### src/sv/ifc_pkg.sv
// ----------------------------------------------------------------------------
// ifc_pkg: shared types and constants of the 3x3 image filter
// Pixel, coefficient and accumulator types, register map, cell control word.
// ----------------------------------------------------------------------------
package ifc_pkg;

    localparam int PIX_W          = 16;
    localparam int COEF_W         = 32;
    localparam int ACC_W          = 32;
    localparam int KERN_N         = 3;
    localparam int WIDTH_REG_W    = 11;
    localparam int HEIGHT_REG_W   = 13;
    localparam int APB_AW         = 6;
    localparam int APB_DW         = 64;
    localparam int MAX_WIDTH_DEF  = 1024;
    localparam int MAX_HEIGHT_DEF = 4096;

    typedef logic signed [PIX_W-1:0]  t_pix;
    typedef logic signed [COEF_W-1:0] t_coef;
    typedef logic signed [ACC_W-1:0]  t_acc;

    // register index = paddr[5:3]
    typedef enum logic [2:0] {
        REG_COEF_PAIR_0  = 3'd0,
        REG_COEF_PAIR_1  = 3'd1,
        REG_COEF_PAIR_2  = 3'd2,
        REG_COEF_PAIR_3  = 3'd3,
        REG_COEF_LAST    = 3'd4,
        REG_IMAGE_WIDTH  = 3'd5,
        REG_IMAGE_HEIGHT = 3'd6
    } t_reg_idx;

    typedef struct packed {
        logic shift;    // new pixel column enters the window
        logic en_prod;  // product stage advances
        logic en_sum;   // column sum stage advances
    } t_cell_ctrl;

endpackage

### src/sv/ifc_cell.sv
// ----------------------------------------------------------------------------
// ifc_cell: one window column
// Holds three pixels of a column, hands them to the older neighbor on each
// shift, multiplies them by its kernel column and sums the three products.
// ----------------------------------------------------------------------------
module ifc_cell (
    input  logic               i_clk,
    input  ifc_pkg::t_cell_ctrl i_ctrl,
    input  ifc_pkg::t_pix      i_pix  [ifc_pkg::KERN_N],
    input  ifc_pkg::t_coef     i_coef [ifc_pkg::KERN_N],
    output ifc_pkg::t_pix      o_pix  [ifc_pkg::KERN_N],
    output ifc_pkg::t_acc      o_sum
);

    localparam int FULL_W = ifc_pkg::COEF_W + ifc_pkg::PIX_W;

    ifc_pkg::t_pix          r_pix  [ifc_pkg::KERN_N];
    ifc_pkg::t_acc          r_prod [ifc_pkg::KERN_N];
    ifc_pkg::t_acc          r_sum;
    logic signed [FULL_W-1:0] n_full [ifc_pkg::KERN_N];

    always_comb begin
        for (int i = 0; i < ifc_pkg::KERN_N; i++) begin
            n_full[i] = i_coef[i] * r_pix[i];
        end
    end

    always_ff @(posedge i_clk) begin
        if (i_ctrl.shift) begin
            for (int i = 0; i < ifc_pkg::KERN_N; i++) begin
                r_pix[i] <= i_pix[i];
            end
        end
        if (i_ctrl.en_prod) begin
            // only the low word of the product matters: sum wraps mod 2^32
            for (int i = 0; i < ifc_pkg::KERN_N; i++) begin
                r_prod[i] <= n_full[i][ifc_pkg::ACC_W-1:0];
            end
        end
        if (i_ctrl.en_sum) begin
            r_sum <= r_prod[0] + r_prod[1] + r_prod[2];
        end
    end

    assign o_pix = r_pix;
    assign o_sum = r_sum;

endmodule

### config.mk
export PLATFORM = sky130hd
export DESIGN_NAME = ifc_cell
export DESIGN_NICKNAME = d
export VERILOG_FILES = /design/src/sv/ifc_pkg.sv /design/src/sv/ifc_cell.sv
export SDC_FILE = /design/constraint.sdc
export NUM_CORES = 2
export LEC_CHECK = 0
export CORE_MARGIN = 1
export CORE_UTILIZATION = 40
export CTS_BUF_LIST = sky130_fd_sc_hd__clkbuf_16
export CTS_CLUSTER_DIAMETER = 200
export DETAILED_ROUTE_END_ITERATION = 16
export DONT_BUFFER_PORTS = 1
export GPL_ROUTABILITY_DRIVEN = 0
export PLACE_DENSITY = 0.65
export SLEW_MARGIN = 40
export SYNTH_ARGS = -nofsm -noshare
export SYNTH_HDL_FRONTEND = slang
export SYNTH_SLANG_ARGS = --single-unit
export TNS_END_PERCENT = 50
### constraint.sdc
create_clock -name i_clk -period 10.6 [get_ports i_clk]
set_clock_uncertainty 0.15 [all_clocks]
set_input_delay 0.53 -clock i_clk [delete_from_list [all_inputs] [get_ports i_clk]]
set_output_delay 0.53 -clock i_clk [all_outputs]
set_load 0.02 [all_outputs]
After elaboration in Yosys (flattened, before gate mapping). Memory sizes are Yosys's and may differ from the RTL's. Cells that the tools add are included.

Memory bits (writable): 96. Memories kept: 1. Register bits after elaboration: 80. Input bits: 148. Bits in read-only memories: 0. Latch bits: 0.

Multiply operators: 3. Mux-type cells: 2. Equality and inequality tests: 0. $lt $le $gt $ge: 0. Divide/modulo/power cells: 0. Add/sub/neg operators: 2. Reductions and logical operators: 0. Bitwise operators: 0. Shift operators: 0.

Memory list: r_prod (depth 3, width 32, read ports 3, clocked after memory_dff 0, write ports 3, RTL line ifc_cell.sv:18) `ifc_pkg::t_acc r_prod [ifc_pkg::KERN_N];`.

Operators with widths (number): 32-bit by 16-bit multiplier with 32-bit output (3); 32-bit adder (2); 1-bit 2-to-1 mux (2).

Longest topological paths before layout.
Depth after elaboration: 2. Gate-level depth with buffers: 25. Gate-level depth less buffers: 23.

Worst setup path before layout. No wires, ideal clock.

Kind: reg-to-reg. Start point: register r_pix (netlist bit o_pix[18]). End point: memory r_prod[0][62] in the netlist's numbering (data pin). Data arrival time: 6.058 ns. Cell stages (with the launch flop): 20. Path slack: 4.123 ns. Path through: edfxtp_1 clkbuf_1 clkbuf_1 nand2_1 fa_1 fa_1 fa_1 fa_1 inv_1 fa_1 fa_1 ha_1 a211o_1 or4_1 a21oi_2 nor3_1 o2111a_1 o21a_1 o31ai_2 o311ai_1.

RTL lines: from (decl) (RTL line ifc_cell.sv:17) `ifc_pkg::t_pix r_pix [ifc_pkg::KERN_N];`; from (signal, indexed assignment) (RTL line ifc_cell.sv:31) `r_pix[i] <= i_pix[i];`; to (decl) (RTL line ifc_cell.sv:18).

==> flow_metrics.env <==
export IMPL_status="finished, final reports clean"
export IMPL_wl_per_cell_um=18.06
export IMPL_cts_made_buffers=17
export IMPL_dieHeight_um=330.8
export IMPL_r2r_slack_ns=3.68
export IMPL_rsz0062_at_grt="false"
export IMPL_worstMarginPinSlew_ns=0.8808
export IMPL_root_buffer="clkbuf_16"
export IMPL_drive_gt1_share_pct=2.198
export IMPL_worst_setup_path_end_kind="flip-flop"
export IMPL_vias=29900
export IMPL_cts_sinks=176
export IMPL_hold_depth=1
export IMPL_final_setup_viol_count=0
export IMPL_synth_top_family_by_area="adder cells"
export IMPL_syn_area_um2=43250
export IMPL_drtIter0Drc=1743
export IMPL_period_share_pct=65.27
export IMPL_r2r_start="o_pix[2]"
export IMPL_hpwl_um=83970
export IMPL_grt_overflow_total=0
export IMPL_drv_cap=0
export IMPL_clk_latency_ns=0.52
export IMPL_clk_pin_slew_worst_paths_ns=0.09
export IMPL_first_pass_iters=5
export IMPL_cts_tree="built"
export IMPL_crit_required_ns=10.69
export IMPL_synthAdderAreaFrac_pct=52.54
export IMPL_synth_compound_area_share_pct=4.232
export IMPL_critPathKind="flip-flop to flip-flop"
export IMPL_port_buffers=0
export IMPL_hp_start="i_coef[32]"
export IMPL_synth_edf_count=176
export IMPL_synthSimpleGateAreaFrac_pct=15.17
export IMPL_viasPerCell=4.984
export IMPL_track_usage_pct=20.71
export IMPL_critical_path_arrival_ns=7.01
export IMPL_ctsLongestPathBuffers=2
export IMPL_area_growth_pct=6.121
export IMPL_r2r_end="r_prod[0][95]"
export IMPL_ys_ff_latch=176
export IMPL_muxShareOfSynthArea_pct=0.02314
export IMPL_ant_nets=0
export IMPL_hold_viol=0
export IMPL_synth_xor_area_share_pct=3.807
export IMPL_yosys_warnings=0
export IMPL_path_max_fanout=21
export IMPL_io_pins=228
export IMPL_die_area_um2=109500
export IMPL_nNetsFinal=5980
export IMPL_yosysSeqAreaShare_pct=12.22
export IMPL_core_um2=107200
export IMPL_slew_viol_final=0
export IMPL_die_x_um=330.8
export IMPL_dpl_instance_area_um2=44690
export IMPL_grt_max_degree=50
export IMPL_synthDistinctLibCells=63
export IMPL_fp_row_count=120
export IMPL_rr_worst_depth=23
export IMPL_antenna_found_initial=2
export IMPL_stdcell_area_um2=45900
export IMPL_finalCriticalPeriod_ns=6.918
export IMPL_tns_ns=0
export IMPL_start_util_pct=40.35
export IMPL_syn_area_per_cell_um2=9.316
export IMPL_drt_wl_total_um=108300
export IMPL_synth_fp_nets=6041
export IMPL_synth_cells=4643
export IMPL_start_kind="flip-flop"
export IMPL_drc=0
export IMPL_cts_max_level=4
export IMPL_grt_pass1_wl_um=174400
export IMPL_hold_class="input port to flip-flop"
export IMPL_max_freq_ghz=0.1445
export IMPL_min_to="r_prod[0][32]"
export IMPL_async_reset_ff_share_pct=0
export IMPL_grt_pass1_vias=32150
export IMPL_synthFlopType="edfxtp_1"
export IMPL_slew_headroom_pct=41.28
## placed cells by master (no fill, tap or decap), types with 17 or more instances in the layout
cell type,instances
fa_1,944
nor3_1,24
o21ai_0,42
buf_4,37
nand2b_1,33
nor2_1,77
a21oi_1,80
xnor2_1,146
dlygate4sd3_1,49
nand2_1,721
o21a_1,21
inv_1,1203
ha_1,306
edfxtp_1,176
xor2_1,42
a21o_1,42
and2_1,450
clkbuf_16,17
## how the worst max path moves through the flow
stage / from / endpoint / slack, ns / cells after the start
final: o_pix[2] / r_prod[0][95] / 3.68 / 23
after CTS: o_pix[2] / r_prod[0][95] / 3.77 / 23
after detailed placement: o_pix[2] / r_prod[0][95] / 3.79 / 23
after global routing: o_pix[20] / r_prod[0][63] / 3.26 / 23
after global placement: o_pix[20] / r_prod[0][63] / 3.87 / 23
after floorplan: o_pix[18] / r_prod[0][62] / 4.12 / 19
## routing by layer
layer | global-route usage, % | wire, um | part of all wire [%]
met1 | 27.24 | 45730 | 42
met2 | 34.92 | 53380 | 49
met3 | 3.360 | 6447 | 6.0
met4 | 6.392 | 2761 | 2.5
met5 | 0 | 13 | 0.012
## sequential cells by signal (all words and copies together), names as in the netlist
name / flops
r_prod: 96
o_sum: 32
o_pix: 48
## critical path: stages, from the launching register on
cell and delay [ns]:
edfxtp_1 0.93, buf_4 0.38, nand2_1 0.11, fa_1 0.51, inv_1 0.06, fa_1 0.53
inv_1 0.05, fa_1 0.50, inv_1 0.05, fa_1 0.49, fa_1 0.49, inv_1 0.05
fa_1 0.47, inv_1 0.04, ha_1 0.32, o21ai_0 0.16, or2b_1 0.26, a21oi_1 0.18
a21oi_1 0.08, nor3_1 0.16, a21oi_1 0.12, a41oi_1 0.27, a21oi_1 0.11, xnor2_1 0.14
## cells in the mapped netlist, types with 42 or more instances
cell type	instances	area, um^2
nor2_1	77	289.0
xnor2_1	146	1279
a21oi_1	80	400.4
and2_1	450	2815
clkbuf_1	180	675.7
ha_1	306	3829
o21ai_0	42	210.2
inv_1	1202	4512
fa_1	944	18900
xor2_1	42	367.9
edfxtp_1	176	5285
a21o_1	42	315.3
nand2_1	721	2706
## cell families (layout without fill, tap and decap cells)
family,count (synthesis),after routing
mux,1,1
fa+ha+maj,1250,1250
simple gates,1370,1370
xor+xnor,188,188
other cells,0,1
flops,176,176
buf+inv,1384,1336
compound gates,274,274
## layout make-up
type	instances	area (um^2)
sequential	176	5285
timing repair buffer	101	1018
tap	1403	1755
antenna	1	2.502
inverter	1203	4516
clock buffer	17	425.4
fill	10480	61300
multi-input combinational	3083	32770
clock inverter	15	125.1
## through the flow
step	hold WS, ns	utilization [%]	cells	setup WS (ns)
after detailed placement	0.4789	41.69	5909	3.788
after CTS	0.04930	42.78	5995	3.765
final	0.09063	42.82	5999	3.682
after global routing	0.06386	42.82	5999	3.257
after floorplan	0.4789	-	4643	4.123
after global placement	0.4789	41.61	5902	3.872
## timing repair
action                    CTS  global route
resized for setup           0             0
hold endpoints to repair  159             0
buffers inserted            0             0
hold buffers               54             0
Power is left out: the tool's default activity adds up to more than one toggle a clock period on the data nets, which glitch-free logic cannot reach.
